--- src/sv/sgr_pkg.sv ---
// ----------------------------------------------------------------------------
// sgr_pkg
// Shared constants and types for the stream group reverse block.
// ----------------------------------------------------------------------------
package sgr_pkg;

   // data word and register widths
   localparam int DATA_W    = 32;
   localparam int CFG_W     = 5;
   localparam int MAX_GROUP = 16;

   // group size after reset
   localparam logic [CFG_W-1:0] GROUP_SIZE_RESET = 5'd1;

   // control from the sequencer to the datapath
   typedef struct packed {
      logic in_ready;   // sequencer can take an input word
      logic rd_en;      // buffer read issued this cycle
      logic rd_last;    // issued read is the last word of the sequence
   } sgr_ctrl_type;

endpackage

--- src/sv/sgr_if.sv ---
// ----------------------------------------------------------------------------
// sgr_if
// Valid/ready channels for the request and response streams.
// ----------------------------------------------------------------------------
interface sgr_req_if;
   logic                               valid;
   logic                               ready;
   logic signed [sgr_pkg::DATA_W-1:0]  item_value;
   logic                               end_of_list;

   modport source (output valid, output item_value, output end_of_list, input ready);
   modport sink   (input valid, input item_value, input end_of_list, output ready);
endinterface

interface sgr_rsp_if;
   logic                               valid;
   logic                               ready;
   logic signed [sgr_pkg::DATA_W-1:0]  out_value;
   logic                               out_last;

   modport source (output valid, output out_value, output out_last, input ready);
   modport sink   (input valid, input out_value, input out_last, output ready);
endinterface

--- src/sv/sgr_ctrl.sv ---
// ----------------------------------------------------------------------------
// sgr_ctrl
// Fill counter and drain sequencer: picks buffer write and read addresses.
// ----------------------------------------------------------------------------
module sgr_ctrl #(
   parameter int MAX_GROUP = sgr_pkg::MAX_GROUP,
   parameter int AW        = $clog2(MAX_GROUP),
   parameter int CNT_W     = $clog2(MAX_GROUP + 1)
) (
   input  logic                   clock,
   input  logic                   reset,
   input  logic [CNT_W-1:0]       k_eff,
   input  logic                   acc,
   input  logic                   acc_last,
   input  logic                   rd_free,
   output logic [AW-1:0]          wr_addr,
   output logic [AW-1:0]          rd_addr,
   output sgr_pkg::sgr_ctrl_type  ctl
);

   typedef enum logic [1:0] {
      ST_IDLE  = 2'b01,
      ST_DRAIN = 2'b10
   } state_type;

   state_type        state_ff, state_in;
   logic [CNT_W-1:0] fill_ff, fill_in;
   logic [CNT_W-1:0] rem_ff, rem_in;
   logic [AW-1:0]    addr_ff, addr_in;
   logic             rev_ff, rev_in;
   logic             last_ff, last_in;

   logic [AW-1:0]    wr_idx;
   logic [CNT_W-1:0] n_cnt;
   logic             full_grp;
   logic             flush;
   logic             issue;

   // write slot, clamped to the top entry
   assign wr_idx   = (fill_ff >= CNT_W'(MAX_GROUP)) ? AW'(MAX_GROUP - 1) : fill_ff[AW-1:0];
   assign n_cnt    = CNT_W'(wr_idx) + CNT_W'(1);
   assign full_grp = (n_cnt >= k_eff);
   assign flush    = full_grp || acc_last;
   assign issue    = (state_ff == ST_DRAIN) && rd_free;

   assign wr_addr     = wr_idx;
   assign rd_addr     = addr_ff;
   assign ctl.in_ready = (state_ff == ST_IDLE);
   assign ctl.rd_en    = issue;
   assign ctl.rd_last  = last_ff && (rem_ff == CNT_W'(1));

   // sequencer next state
   always_comb begin
      state_in = state_ff;
      fill_in  = fill_ff;
      rem_in   = rem_ff;
      addr_in  = addr_ff;
      rev_in   = rev_ff;
      last_in  = last_ff;
      unique case (state_ff)
         ST_IDLE: begin
            if (acc) begin
               if (flush) begin
                  // full group drains newest first, a short tail oldest first
                  state_in = ST_DRAIN;
                  fill_in  = '0;
                  rem_in   = n_cnt;
                  rev_in   = full_grp;
                  addr_in  = full_grp ? wr_idx : '0;
                  last_in  = acc_last;
               end else begin
                  fill_in = n_cnt;
               end
            end
         end
         ST_DRAIN: begin
            if (issue) begin
               rem_in  = rem_ff - CNT_W'(1);
               addr_in = rev_ff ? (addr_ff - AW'(1)) : (addr_ff + AW'(1));
               if (rem_ff == CNT_W'(1)) begin
                  state_in = ST_IDLE;
               end
            end
         end
         default: begin
            state_in = ST_IDLE;
         end
      endcase
   end

   // control registers
   always_ff @(posedge clock) begin
      if (reset) begin
         state_ff <= ST_IDLE;
         fill_ff  <= '0;
         rem_ff   <= '0;
      end else begin
         state_ff <= state_in;
         fill_ff  <= fill_in;
         rem_ff   <= rem_in;
      end
   end

   // drain bookkeeping, no reset needed
   always_ff @(posedge clock) begin
      addr_ff <= addr_in;
      rev_ff  <= rev_in;
      last_ff <= last_in;
   end

`ifndef SYNTHESIS
   // a partial group never fills the whole buffer
   a_fill_bound: assert property (@(posedge clock) disable iff (reset)
      fill_ff < CNT_W'(MAX_GROUP))
      else $error("fill count reached buffer depth");

   // a drain always has words left to read
   a_drain_rem: assert property (@(posedge clock) disable iff (reset)
      (state_ff == ST_DRAIN) |-> (rem_ff != '0))
      else $error("drain with nothing left");

   // a word that does not close a group is counted
   a_fill_step: assert property (@(posedge clock) disable iff (reset)
      (acc && !flush) |=> (fill_ff == $past(fill_ff) + CNT_W'(1)))
      else $error("fill count did not advance");

   // a closing word starts a drain with an empty fill count
   a_flush_drain: assert property (@(posedge clock) disable iff (reset)
      (acc && flush) |=> (state_ff == ST_DRAIN) && (fill_ff == '0))
      else $error("closing word did not start drain");
`endif

endmodule

--- src/sv/stream_group_reverse_top.sv ---
// Path: a group's closing word starts the drain; reads pass the read stage register,
// then the output register. Throughput: one input word per cycle as a group fills;
// drain is one word per cycle (read port bound) unless rsp stalls; input held off.
// Reset: group size returns to 1 and the fill count to 0; buffer contents are kept.
// ----------------------------------------------------------------------------
// stream_group_reverse_top
// Reverses a word stream in groups of k through a buffer memory; a short
// tail at end of sequence leaves in arrival order.
// ----------------------------------------------------------------------------
module stream_group_reverse_top #(
   parameter int MAX_GROUP = sgr_pkg::MAX_GROUP
) (
   input  logic                      clock,
   input  logic                      reset,
   sgr_req_if.sink                   req,
   sgr_rsp_if.source                 rsp,
   input  logic                      csr_wr_en,
   input  logic [sgr_pkg::CFG_W-1:0] csr_wr_data
);

   localparam int AW    = $clog2(MAX_GROUP);
   localparam int CNT_W = $clog2(MAX_GROUP + 1);
   localparam int KW    = (CNT_W > sgr_pkg::CFG_W) ? CNT_W : sgr_pkg::CFG_W;

   logic [sgr_pkg::CFG_W-1:0]  group_size_ff;
   logic [KW-1:0]              gs_ext;
   logic [CNT_W-1:0]           k_eff;

   sgr_pkg::sgr_ctrl_type      ctl;
   logic [AW-1:0]              wr_addr;
   logic [AW-1:0]              rd_addr;
   logic                       acc;
   logic                       move;
   logic                       rd_free;

   logic [sgr_pkg::DATA_W-1:0] grp_mem [MAX_GROUP];
   logic [sgr_pkg::DATA_W-1:0] rd_data_ff;
   logic                       rd_vld_ff, rd_vld_in;
   logic                       rd_last_ff;
   logic [sgr_pkg::DATA_W-1:0] out_value_ff;
   logic                       out_last_ff;
   logic                       out_vld_ff, out_vld_in;

   // group size register
   always_ff @(posedge clock) begin
      if (reset) begin
         group_size_ff <= sgr_pkg::GROUP_SIZE_RESET;
      end else if (csr_wr_en) begin
         group_size_ff <= csr_wr_data;
      end
   end

   // zero acts as one, oversize acts as buffer depth
   assign gs_ext = KW'(group_size_ff);
   always_comb begin
      priority if (gs_ext == '0) begin
         k_eff = CNT_W'(1);
      end else if (gs_ext > KW'(MAX_GROUP)) begin
         k_eff = CNT_W'(MAX_GROUP);
      end else begin
         k_eff = CNT_W'(gs_ext);
      end
   end

   assign req.ready = ctl.in_ready;
   assign acc       = req.valid && ctl.in_ready;

   sgr_ctrl #(
      .MAX_GROUP (MAX_GROUP),
      .AW        (AW),
      .CNT_W     (CNT_W)
   ) u_ctrl (
      .clock    (clock),
      .reset    (reset),
      .k_eff    (k_eff),
      .acc      (acc),
      .acc_last (req.end_of_list),
      .rd_free  (rd_free),
      .wr_addr  (wr_addr),
      .rd_addr  (rd_addr),
      .ctl      (ctl)
   );

   // group buffer: one write, one registered read
   always_ff @(posedge clock) begin
      if (acc) begin
         grp_mem[wr_addr] <= req.item_value;
      end
      if (ctl.rd_en) begin
         rd_data_ff <= grp_mem[rd_addr];
         rd_last_ff <= ctl.rd_last;
      end
   end

   // read stage hands to output register when it is free or being taken
   assign move    = rd_vld_ff && (!out_vld_ff || rsp.ready);
   assign rd_free = !rd_vld_ff || move;

   always_comb begin
      rd_vld_in = rd_vld_ff;
      if (ctl.rd_en) begin
         rd_vld_in = 1'b1;
      end else if (move) begin
         rd_vld_in = 1'b0;
      end
      out_vld_in = out_vld_ff;
      if (move) begin
         out_vld_in = 1'b1;
      end else if (rsp.ready) begin
         out_vld_in = 1'b0;
      end
   end

   always_ff @(posedge clock) begin
      if (reset) begin
         rd_vld_ff  <= 1'b0;
         out_vld_ff <= 1'b0;
      end else begin
         rd_vld_ff  <= rd_vld_in;
         out_vld_ff <= out_vld_in;
      end
   end

   // output word register
   always_ff @(posedge clock) begin
      if (move) begin
         out_value_ff <= rd_data_ff;
         out_last_ff  <= rd_last_ff;
      end
   end

   assign rsp.valid     = out_vld_ff;
   assign rsp.out_value = out_value_ff;
   assign rsp.out_last  = out_last_ff;

`ifndef SYNTHESIS
   // effective group size always within the buffer
   a_k_range: assert property (@(posedge clock) disable iff (reset)
      (k_eff != '0) && (k_eff <= CNT_W'(MAX_GROUP)))
      else $error("group size out of range");

   // a read is never issued into an occupied, stalled read stage
   a_rd_slot: assert property (@(posedge clock) disable iff (reset)
      ctl.rd_en |-> rd_free)
      else $error("read would overwrite pending word");

   // input is held off while words are read out
   a_no_acc_drain: assert property (@(posedge clock) disable iff (reset)
      ctl.rd_en |-> !acc)
      else $error("input taken during drain");
`endif

endmodule

--- src/flat_wrapper.sv ---
// flat-port wrapper written by rule: the top's interface ports become plain ports
module stream_group_reverse_top_flat 
#(
   parameter int MAX_GROUP = sgr_pkg::MAX_GROUP
)
  (clock, reset, csr_wr_en, csr_wr_data, req_valid, req_item_value, req_end_of_list, req_ready, rsp_valid, rsp_out_value, rsp_out_last, rsp_ready);
  sgr_req_if req_i ();
  sgr_rsp_if rsp_i ();
  input  logic clock;
  input  logic reset;
  input  logic csr_wr_en;
  input  logic [sgr_pkg::CFG_W-1:0] csr_wr_data;
  input wire logic [$bits(req_i.valid)-1:0] req_valid;
  input wire logic [$bits(req_i.item_value)-1:0] req_item_value;
  input wire logic [$bits(req_i.end_of_list)-1:0] req_end_of_list;
  output wire logic [$bits(req_i.ready)-1:0] req_ready;
  output wire logic [$bits(rsp_i.valid)-1:0] rsp_valid;
  output wire logic [$bits(rsp_i.out_value)-1:0] rsp_out_value;
  output wire logic [$bits(rsp_i.out_last)-1:0] rsp_out_last;
  input wire logic [$bits(rsp_i.ready)-1:0] rsp_ready;
  assign req_i.valid = req_valid;
  assign req_i.item_value = req_item_value;
  assign req_i.end_of_list = req_end_of_list;
  assign req_ready = req_i.ready;
  assign rsp_valid = rsp_i.valid;
  assign rsp_out_value = rsp_i.out_value;
  assign rsp_out_last = rsp_i.out_last;
  assign rsp_i.ready = rsp_ready;
  stream_group_reverse_top #(.MAX_GROUP(MAX_GROUP)) u_core (.clock(clock), .reset(reset), .req(req_i), .rsp(rsp_i), .csr_wr_en(csr_wr_en), .csr_wr_data(csr_wr_data));
endmodule
--- config.mk ---
export PLATFORM = sky130hd
export DESIGN_NAME = stream_group_reverse_top_flat
export DESIGN_NICKNAME = d
export VERILOG_FILES = /design/src/sv/sgr_pkg.sv /design/src/sv/sgr_if.sv /design/src/sv/sgr_ctrl.sv /design/src/sv/stream_group_reverse_top.sv /design/src/flat_wrapper.sv
export SDC_FILE = /design/constraint.sdc
export NUM_CORES = 1
export LEC_CHECK = 0
export BUFFER_PORTS_ARGS = -buffer_cell sky130_fd_sc_hd__buf_4
export CAP_MARGIN = 0
export CORE_UTILIZATION = 30
export DETAILED_ROUTE_END_ITERATION = 7
export PLACE_DENSITY = 0.5
export SLEW_MARGIN = 0
export SYNTH_ARGS = -nofsm -noshare
export SYNTH_HDL_FRONTEND = slang
export SYNTH_SLANG_ARGS = --single-unit
export TNS_END_PERCENT = 100
--- constraint.sdc ---
create_clock -name clock -period 2.9 [get_ports clock]
set_input_delay 0.29 -clock clock [delete_from_list [all_inputs] [get_ports clock]]
set_output_delay 0.29 -clock clock [all_outputs]
set_load 0.01 [all_outputs]
==> summary by stage, run 1 <==
STA
At the pin with the least slew margin, the transition time is just under 700 ps. The final worst-path setup slack is between 200 and 300 ps. The clock skew is around 16 ps. The number of endpoints with negative hold slack in the final report is 0. The final cycle utilization of the critical path is around nine tenths.

In the final timing run, aggregate negative setup slack is 0 ps. The tightest hold margin is 420 ps. The count of endpoints failing setup in the final report is 0. Setup repair after global routing left no endpoint under its margin. The worst pin sits at a relative slew slack of between 50 and 60%. Timing would allow up to roughly 380 MHz. The clock period could shrink to between 2000 and 3000 ps. The number of pins exceeding their max-slew limit in the final report is 0.

Global route
The number of antenna violations at the first check in global routing is 1. The global-route met2 utilization is between 20 and 25%. The most used routing layer is met2.

In the global route stage, overall resource usage came out at ~13%. The first global-routing pass estimated 76,100 µm of wire. Global routing consumed, on the met3 layer, about 2.5% of the routing resources. The pin count of the biggest net entering global routing is 37.

The via count of the first global-routing pass is between 10,000 and 15,000. The total congestion overflow after global routing is 0. The met1 track demand over resource is 18.8%.

Place
The total cell area at the placement stage is about 25,000 µm². OpenSTA, run right after detailed placement, puts the worst setup slack at ~150 ps. The congestion estimate from routability-driven global placement came to 0.705. The count of buffers inserted at the top-level ports is 77.

The HPWL after detailed placement is roughly 28,000 µm.

Clock network
The post-CTS repair timing setup buffer count is 0. The number of H-tree levels is 2. The clock tree buffer depth is 3. Clock latency on the worst-skew pair, taken at its later pin, is around 620 ps. Clock-pin slew was measured on the worst setup and hold paths at ~60 ps.

In this run, CTS created clock tree buffers numbering 60. The clock tree root driver cell is clkbuf_16. TritonCTS built the clock tree. The clock net in this run drives a total of ~600 sinks.

Synth
The fraction of synthesis flops using an asynchronous set or reset pin is 0%. The portion of synthesized cell area occupied by the leading cell type is between 70% and 80%. In the post-synthesis netlist, the cell with the most instances is edfxtp_1. After synthesis, the mean cell area works out to around 24 µm².

Counting flops with a built-in enable in the synthesized netlist gives between 500 and 600. Synthesis produced a netlist with a net count of 1,010. The number of different library cells in the post-synthesis netlist is 44. Synthesis produced a netlist whose cell count is 953. The count of state elements after synthesis is between 600 and 700. The post-synthesis sequential area ratio is around four fifths. Of all cell types, the one taking the most synthesized area is edfxtp_1. The commonest cells after synthesis are edfxtp_1, mux4_2, nor2_1. The Yosys step of the flow raised 0 warnings. The cell area that synthesis handed to floorplanning was between 20,000 and 25,000 µm². The most frequently used flop master after synthesis is edfxtp_1. After synthesis, the cell types taking the most area are edfxtp_1, mux4_2, dfxtp_1.

Power and ir drop
For this design the static power due to leakage is between 8 and 9 nW. In this run the power spent charging and discharging nets is about 4.1 mW. The switching part of the total is 21.8%. Sequential cells account for 51.6% of the total power.

VDD sags by at most about 470 µV. The proportion of power drawn by combinational gates is approximately a tenth. The internal power of the cells is about 15 mW. Power spread over the standard cell area amounts to ~690 nW/µm².

In this run, the clock network consumes between 30% and 40% of the power.

Critical path
The worst setup path is launched from a register. Along the worst path, the maximum fanout reaches 9. The launch point of the worst reg-to-reg path is u_core.u_ctrl.fill_ff[4]. At the worst endpoint, the required time is between 3000 and 4000 ps.

The register-to-register path setup slack is 260 ps. The worst setup path is captured at a register. Data arrives at the worst endpoint at between 3000 and 4000 ps.

For the worst flop-to-flop path, the logic depth is 11. The capture point of the worst reg-to-reg path is u_core.u_ctrl.rem_ff[4]. The critical path is of the register to register type.

Drt
Using the TritonRoute via totals, the vias-per-cell ratio works out to 4.73. The detailed-routing iteration count for the pre-antenna-repair pass is 5. The final layout contains routed wiring with a total length of 51,000 µm. The routed layout has a little over 10,000 vias. The count of nets left with antenna violations once routing finished came out at 0. The violation count after the first detailed-route iteration is around 860.

The average routed wire per standard cell is roughly 24 µm. The final routed DRC violation total is 0.

Floorplanning
The floorplan step set the die height to approximately 280 µm. The floorplan has 100 rows. The initial standard-cell utilization of the core is a little under a third. The total I/O pin count is 78. The die covers roughly 77,000 µm².

After floorplanning, the core was sized to cover between 70,000 and 80,000 µm². The die is between 200 and 300 µm wide.

Finish
Relative to the synthesized area, the layout overhead comes to 20.9%. After the last flow step, the layout net total stands at 1,208. The number of filler cells placed in the layout is approximately 6,700. The fraction of layout cells with a size suffix above 1 is 32.3%. The repair_antennas step left the layout with diodes totalling 0. After routing the design area is 27,500 µm².

Worst hold path
The worst hold path cell count is 0. The worst hold path begins at u_core.rd_data_ff[3]. The worst hold path terminates at u_core.rsp.out_value[3].

In this run the worst hold path is classified as register to register.

Run
Across the run, the number of max-cap violations was 0.

Run status
The run finished with clean final reports.
==> cells by family (layout without fill, tap and decap cells) <==
family	count (synthesis)	in the layout	share of synthesized area (%)
flip-flops	603	603	78.9
multiplexers	165	165	16.2
adder cells (fa/ha/maj)	14	14	0.804
AND/OR/NAND/NOR	74	74	1.48
XOR/XNOR	5	5	0.193
AO/OA/AOI/OAI	36	36	1.07
buffers and inverters	56	303	1.36
==> layout make-up <==
cell class                      instances  area, µm²  share of cell area, %
Clock buffer                           76       1600                   5.84
Clock inverter                         35        253                  0.921
Inverter                               14       52.6                  0.191
Multi-Input combinational cell        294       4620                   16.8
Sequential cell                       603      17900                   65.3
Tap cell                              969       1210                   4.42
Timing Repair Buffer                  178       1800                   6.55
==> stage by stage <==
step | power, mW | utilization, % | cells
final | 18.9 | 36.8 | 2169
after global routing | 19.6 | 36.8 | 2169
after CTS | 19.2 | 36.7 | 2169
after detailed placement | 11.7 | 33.6 | 2009
after global placement | 11.7 | 33.6 | 2009
after floorplan | 11.1 | - | 953
==> critical path, stage by stage, from the launching register on <==
cell	delay (ps)
dfxtp_1	490
nor2_1	120
inv_1	110
ha_1	220
nor2b_1	270
ha_1	290
and2_1	170
and2_1	160
a21oi_2	230
inv_2	150
o31ai_1	250
o21ai_1	80
==> sequential cells by signal (all words and copies together), names as in the netlist <==
register                count
u_core.u_ctrl.last_ff       1
u_core.grp_mem            512
u_core.u_ctrl.rem_ff        5
u_core.group_size_ff        5
u_core.rd_last_ff           1
u_core.rsp.valid            1
u_core.rsp.out_last         1
u_core.u_ctrl.fill_ff       5
u_core.u_ctrl.rev_ff        1
u_core.rsp.out_value       32
u_core.rd_data_ff          32
u_core.u_ctrl.state_ff      2
u_core.u_ctrl.rd_addr       4
u_core.rd_vld_ff            1
==> metal layers <==
metal	wire [µm]	up-vias
met5	13	-
met3	1990	65
met2	24700	191
met4	899	2
li1	-	4454
met1	23400	5557
==> repair_timing <==
item / in CTS / in global routing
hold endpoints to repair: 522 / 0
hold buffers: 49 / 0
endpoints found under the setup margin: 0 / 9
gates resized for setup: 0 / 2
==> power groups by stage <==
stage               logic (mW)  clock network (mW)  registers (mW)
global route              1.90                7.93            9.76
floorplan                 1.17                   0            9.93
global placement          1.72                   0            9.93
detailed placement        1.74                   0            9.94
CTS                       1.80                7.60            9.75
finish                    1.75                7.39            9.75
==> worst max-delay path by stage <==
| stage | endpoint | slack [ps] | startpoint |
|---|---|---|---|
| detailed placement | u_core.u_ctrl.rem_ff[3] | 150 | u_core.u_ctrl.fill_ff[4] |
| global placement | u_core.u_ctrl.rem_ff[4] | 270 | u_core.u_ctrl.fill_ff[4] |
| CTS | u_core.u_ctrl.rem_ff[2] | 120 | u_core.u_ctrl.fill_ff[4] |
| floorplan | u_core.grp_mem[3][0] | 10 | u_core.u_ctrl.fill_ff[4] |
| global route | u_core.u_ctrl.rem_ff[4] | 7 | u_core.u_ctrl.fill_ff[4] |
| finish | u_core.u_ctrl.rem_ff[4] | 260 | u_core.u_ctrl.fill_ff[4] |
==> layout by cell type, fill, tap and decap left out, types with 3 or more instances in the layout <==
cell	count
a21oi_1	9
a22o_1	5
a31oi_1	3
buf_12	27
buf_4	102
bufinv_16	3
clkbuf_1	14
clkbuf_16	62
clkinv_1	14
clkinv_2	14
dfxtp_1	19
dlygate4sd3_1	49
edfxtp_1	584
ha_1	13
inv_1	12
mux2i_1	5
mux4_1	6
mux4_2	154
nand2_1	14
nand3_1	5
nor2_1	19
nor2_4	16
nor2b_1	5
nor3_1	3
o22ai_1	6
xnor2_1	3
No activity file was read; power rests on OpenSTA's default activity.
==> run 2, diff against run 1 <==
==> constraint.sdc (replaced) <==
create_clock -name clock -period 2.9 [get_ports clock]
set_input_delay 0.145 -clock clock [delete_from_list [all_inputs] [get_ports clock]]
set_output_delay 0.145 -clock clock [all_outputs]
set_load 0.01 [all_outputs]
==> summary by stage, run 2 (synthesis results as in run 1) <==
Place
The last weighted congestion value of the routability-driven placer is 0.705 (unchanged). The total placed cells including tap cells is 2,009 (unchanged). The total cell area at the placement stage is 25,100 µm² (unchanged). The count of buffers inserted at the top-level ports is 77 (unchanged). The HPWL after detailed placement came to 28,300 µm (unchanged). The post-placement setup slack came to 147 ps (unchanged).

STA
The final worst-path setup slack was 262 ps (+7.16 ps). Setup repair after global routing left no endpoint under its margin. The count of endpoints failing setup in the final report was 0 (unchanged). The clock skew came to 16.6 ps (+0.517 ps). The fmax is 379 MHz (+0.27%). The worst-margin pin slew is 664 ps (-22.0 ps). The minimum clock period after layout is 2640 ps (-7.16 ps). The number of pins exceeding their max-slew limit in the final report is 0 (unchanged). The worst relative slew slack is 55.6% (+1.5 points). The final setup TNS is 0 ps (unchanged).

The final cycle utilization of the critical path is 90.9% (-0.25 points). The number of endpoints with negative hold slack in the final report is 0 (unchanged).

Critical path
The register-to-register path setup slack is 260 ps (about the same). The signal on the critical path passes through nor2_1 -> inv_1 -> ha_1 -> nor2b_1 -> ha_1 -> and2_1 -> and2_1 -> a21oi_2 -> inv_2 -> o31ai_1 -> o21ai_1. The kind of start point of the critical path is a register. On the critical path, the stage with the largest delay is an instance of dfxtp_1.

The data required time of the critical path is 3400 ps (about the same). The largest fanout on the critical path is 9 (unchanged). The family of cells with the greatest summed delay on the critical path is simple AND/OR/NAND/NOR gates. The critical path is of the register to register type. The critical path capture point type is a register. In this run the critical register-to-register path is launched from u_core.u_ctrl.fill_ff[4]. The arrival time at the worst endpoint was 3140 ps (about the same). The delay of the slowest critical-path stage was 480 ps (about the same). The worst reg-to-reg path cell count is 11 (unchanged).

The buffers plus inverters on the worst setup path is 2 (unchanged). The capture point of the worst reg-to-reg path is u_core.u_ctrl.rem_ff[4].

Clock network
The clock latency on the worst-skew pair is 620 ps (about the same). The TritonCTS clock tree is yes. CTS placed an instance of clkbuf_16 at the clock tree root. The clock-pin slew on the worst setup and hold paths was 60 ps (about the same). The clock buffer count from CTS was 60 (unchanged). The clock tree buffer depth is 3 (unchanged). The number of H-tree levels is 2 (unchanged).

The sink count of the clock tree is 603 (unchanged).

Drt
The detailed-routing iteration count for the pre-antenna-repair pass is 5 (unchanged). The via density per instance is 4.74 (+0.22%). The violation count after the first detailed-route iteration is 860 (-0.23%). The final routed DRC violation total is 0 (unchanged). The detailed-route via count came to 10,300 (+0.26%).

The average routed wire per standard cell came to 23.5 µm (about the same). The post-detailed-routing wire length is 51,000 µm (unchanged). The post-detailed-route count of antenna-violating nets is 0 (unchanged).

Global route
The via count of the first global-routing pass is 11,000 (unchanged). The total congestion overflow after global routing is 0 (unchanged). The number of antenna violations at the first check in global routing is 1 (unchanged). The pin count of the biggest net entering global routing is 37 (unchanged). The overall global routing resource usage came to 13.5% (about the same). The first-pass GRT wire length is 76,100 µm (about the same).

Floorplanning
The initial standard-cell utilization of the core is 30.4% (unchanged). The full die area is 76,800 µm² (unchanged). The vertical extent of the die is 277 µm (unchanged). The area of the core is 74,700 µm² (unchanged).

The die extent in x is 277 µm (unchanged). The number of placement rows is 100 (unchanged). The total I/O pin count came to 78 (unchanged).

Worst hold path
The worst min-delay path category is input pin to register. The worst hold path cell count came to 2 (+2). In this run the most critical hold path is launched from req_end_of_list.

The path with the worst hold slack has its endpoint at u_core.u_ctrl.last_ff.

Finish
The register containing the most flip-flops in the final layout is u_core.grp_mem. The area of combinational cells with multiple inputs was 4620 µm² (unchanged). The sequential standard cell area is 17,900 µm² (unchanged). The filler-free cell count of the finished design came to 2,170 (+0.046%). The library cells used most frequently in the layout, excluding fill and tap cells, are edfxtp_1, mux4_2, buf_4. Leaving out fill and tap cells, the most frequent cell in the layout is edfxtp_1. The growth of design area from synthesis to finish was 20.9% (about the same). The fraction of layout cells with a size suffix above 1 came to 32.3% (about the same). The number of filler cells placed in the layout was 6,745 (unchanged).

The flip-flop count of the largest register, all copies and words added came to 512 (unchanged). The post-layout net count was 1,209 (+0.083%). The number of antenna diodes is 0 (unchanged). The final non-filler cell area came to 27,500 µm² (about the same).

Run status
The run finished with clean final reports.

Power and ir drop
The static leakage is 8.70 nW (about the same). The highest ir drop seen on vdd is 470 µV (-0.21%). The power per cell area is 688 nW/µm² (about the same).

Run
The number of maximum-capacitance constraint violations is 0 (unchanged).
-- run 2: metrics by stage --
step                      power, mW  hold WS, ps  utilization, %
after global placement         11.7          364            33.6
final                          18.9          293            36.8
after CTS                      19.2          258            36.8
after floorplan                11.1          244               -
after detailed placement       11.7          361            33.6
after global routing           19.6          264            36.8
-- run 2: area by class of cell --
cell class              instances  share of cell area (%)
clock buffers                  76                    5.84
inverters                      14                   0.191
repair buffers                179                    6.58
flip-flops and latches        603                    65.2
clock inverters                35                   0.920
well taps                     969                    4.41
multi-input cells             294                    16.8
-- run 2: how the worst max path moves through the flow --
stage | slack (ps) | startpoint | endpoint | cells after the start
6_report | 260 | u_core.u_ctrl.fill_ff[4] | u_core.u_ctrl.rem_ff[4] | 11
5_1_grt | 7 | u_core.u_ctrl.fill_ff[4] | u_core.u_ctrl.rem_ff[4] | 11
4_1_cts | 120 | u_core.u_ctrl.fill_ff[4] | u_core.u_ctrl.rem_ff[2] | 10
3_5_place_dp | 150 | u_core.u_ctrl.fill_ff[4] | u_core.u_ctrl.rem_ff[3] | 10
3_3_place_gp | 270 | u_core.u_ctrl.fill_ff[4] | u_core.u_ctrl.rem_ff[4] | 11
2_1_floorplan | 10 | u_core.u_ctrl.fill_ff[4] | u_core.grp_mem[3][0] | 6
-- run 2: layer usage --
layer,track usage [%],vias to the layer above,wire [µm]
li1,-,4457,-
met1,18.8,5588,23500
met2,21.9,184,24700
met3,2.49,65,1930
met4,2.96,2,899
met5,0,-,13
-- run 2: what timing repair did --
item	CTS	global route
gates resized for setup	0	2
endpoints found under the hold margin	525	0
hold buffers	50	0
endpoints found under the setup margin	0	9
setup buffers	0	0
-- run 2: report_power, final --
group	internal (mW)	leakage (nW)	switching, mW	total (mW)
clock network	4.16	0.911	3.22	7.38
logic	0.905	2.36	0.845	1.75
registers	9.71	5.43	0.0476	9.75
==> run 3, diff against run 2 <==
CORE_UTILIZATION = 50   (was 30)
CTS_BUF_LIST = sky130_fd_sc_hd__clkbuf_2   (was unset)
PLACE_DENSITY = 0.73   (was 0.5)
==> summary by stage, run 3 (synthesis results as in run 1) <==
Run status
The flow ran to the end, and the final reports show no timing, DRC or antenna violations.

Floorplanning
The number of placement rows is 77 (-23%). The die extent in x came to 215 µm (-22%). The vertical extent of the die is 215 µm (-22%). The total I/O pin count is 78 (unchanged).

The full die area is 46,300 µm² (-40%). The area of the core is 44,500 µm² (-40%). The initial standard-cell utilization of the core was 51.0% (+21 points).

Global route
The number of antenna violations at the first check in global routing came to 2 (+1). The overall global routing resource usage is 20.4% (+6.9 points). The total congestion overflow after global routing is 0 (unchanged).

The via count of the first global-routing pass is 11,500 (+4.6%). The first-pass GRT wire length was 69,000 µm (-9.4%). The pin count of the biggest net entering global routing is 46 (+24%).

Power and ir drop
The power per cell area came to 624 nW/µm² (-9.2%). The highest ir drop seen on vdd came to 255 µV (-46%). The static leakage is 8.83 nW (+1.5%).

Finish
The fraction of layout cells with a size suffix above 1 is 37.1% (+4.8 points). The most common cell after layout, fill and taps aside is edfxtp_1. The number of filler cells placed in the layout is 3,173 (-53%).

The register containing the most flip-flops in the final layout is u_core.grp_mem. The filler-free cell count of the finished design is 1,953 (-10%). From synthesis to final layout, the design area changed by 17.2%.

The flip-flop count of the largest register, all copies and words added is 512 (unchanged). The top cell types in the final layout, fill and taps aside, are edfxtp_1, clkbuf_2, mux4_2. The post-layout net count is 1,327 (+9.8%).

Critical path
The kind of start point of the critical path is a register. The delay of the slowest critical-path stage is 340 ps (-140 ps). The largest fanout on the critical path came to 9 (unchanged). The cell seen most often among critical-path stages is ha_1. The startpoint identified for the worst register-to-register timing path is u_core.u_ctrl.fill_ff[4]. The worst-path cell with the longest stage delay is dfxtp_1.

The arrival time at the worst endpoint came to 3610 ps (+470 ps). The capture point of the critical path is u_core.u_ctrl.rem_ff[3]. Traced cell by cell, the critical path runs through buf_4 -> nor2_1 -> inv_1 -> ha_1 -> xnor2_1 -> ha_1 -> nand2_1 -> o21ai_0 -> a21oi_2 -> inv_2 -> o22ai_1 -> a32o_1. The register-to-register path setup slack is 220 ps (-50 ps). The data required time of the critical path is 3830 ps (+430 ps). The capture point of the worst reg-to-reg path is u_core.u_ctrl.rem_ff[3]. The start point of the critical path is u_core.u_ctrl.fill_ff[4].

The worst setup path is of the register to register kind. The worst reg-to-reg path cell count came to 12 (+1). The worst setup path is captured at a register.

Clock network
The sink count of the clock tree is 603 (unchanged). TritonCTS built the clock tree. The clock-pin slew on the worst setup and hold paths is 90 ps (+30 ps). The number of H-tree levels is 4 (+2). The clock tree buffer depth is 3 (unchanged). The clock latency on the worst-skew pair is 1070 ps (+450 ps). The clock buffer count from CTS was 143 (+140%). The clock tree root driver cell is clkbuf_2.

Drt
The violation count after the first detailed-route iteration is 1,000 (+16%). The post-detailed-routing wire length is 45,500 µm (-11%). The average routed wire per standard cell is 23.3 µm (-1.0%). The detailed-routing iteration count for the pre-antenna-repair pass came to 5 (unchanged). The final routed DRC violation total is 0 (unchanged).

The detailed-route via count is 10,900 (+6.1%). The post-detailed-route count of antenna-violating nets is 0 (unchanged). The via density per instance came to 5.59 (+18%).

STA
The number of pins exceeding their max-slew limit in the final report is 0 (unchanged). The clock skew is 60.1 ps (+43.5 ps). The minimum clock period after layout is 2680 ps (+45.8 ps). The final cycle utilization of the critical path came to 92.5% (+1.6 points). The worst relative slew slack is 52.4% (-3.2 points). The worst-margin pin slew is 714 ps (+49.2 ps). The count of endpoints failing setup in the final report is 0 (unchanged). The final setup TNS came to 0 ps (unchanged). Setup repair after global routing left no endpoint under its margin. The fmax is 373 MHz (-1.7%).

The number of endpoints with negative hold slack in the final report was 0 (unchanged).

Run
The number of maximum-capacitance constraint violations is 0 (unchanged).

Worst hold path
The worst min-delay path category is input pin to register.

Place
The count of buffers inserted at the top-level ports is 77 (unchanged). The last weighted congestion value of the routability-driven placer is 0.795 (+13%). The HPWL after detailed placement is 23,000 µm (-19%). The total placed cells including tap cells was 1,624 (-19%).
-- run 3: cell types whose count changed in the layout (fill, tap and decap cells not counted), sizes merged --
cell	before	now
clkinvlp	2	0
diode	0	2
buf	129	121
clkbuf	76	197
inv	14	18
dlygate4sd3	50	93
-- run 3: final cells by class --
class	count	area, µm²	area share, %
multi-input cells	294	4630	17.4
clock inverters	37	219	0.823
repair buffers	214	2060	7.76
well taps	592	741	2.78
inverters	14	52.6	0.197
flip-flops and latches	603	17900	67.3
clock buffers	197	986	3.71
diodes	2	5.00	0.0188
-- run 3: through the flow --
stage	util, %	power (mW)	area [µm²]	hold WS (ps)	setup WS (ps)
2_1_floorplan	-	11.1	22700	244	10.5
5_1_grt	59.8	17.4	26600	88.4	21.5
6_report	59.8	16.6	26600	210	217
3_3_place_gp	54.9	11.5	24500	364	125
4_1_cts	59.7	16.8	26600	69.2	2.04
3_5_place_dp	54.9	11.6	24500	363	26.0
-- run 3: worst max-delay path: cells and delay by family, from the launching register on --
family / cells / cell delay, ps
DFF: 1 / 340
adders and majority gates: 2 / 560
AOI/OAI and AO/OA: 4 / 880
xor gates and xnor gates: 1 / 150
buffers and inverters: 3 / 440
and+or+nand+nor: 2 / 200
-- run 3: where the power goes --
group	switching, mW	total, mW	internal, mW	leakage (nW)
Sequential	0.0543	9.75	9.69	5.43
Combinational	0.795	1.72	0.923	2.48
Clock	3.07	5.15	2.07	0.927
-- run 3: worst min-delay path by stage --
stage	start	end	slack [ps]	cells past startpoint
2_1_floorplan	req_item_value[0]	u_core.grp_mem[0][0]	240	0
3_3_place_gp	req_end_of_list	u_core.u_ctrl.last_ff	360	1
3_5_place_dp	req_end_of_list	u_core.u_ctrl.last_ff	360	1
4_1_cts	req_end_of_list	u_core.u_ctrl.fill_ff[0]	70	5
5_1_grt	req_end_of_list	u_core.u_ctrl.fill_ff[0]	90	5
6_report	req_end_of_list	u_core.u_ctrl.fill_ff[4]	210	5
-- run 3: metal layers --
layer	global-route usage, %	up-vias	share of wire, %	wire, µm
li1	-	4764	-	-
met5	0	-	0	0
met4	7.38	0	1.6	731
met3	4.36	55	6.5	2980
met2	32.9	452	50	22700
met1	27.6	5655	42	19100
-- run 3: repair_timing --
item | in CTS | in global routing
resized for setup | 0 | 4
buffers inserted | 0 | 0
endpoints found under the hold margin | 573 | 0
endpoints found under the setup margin | 0 | 18
hold buffers | 93 | 0
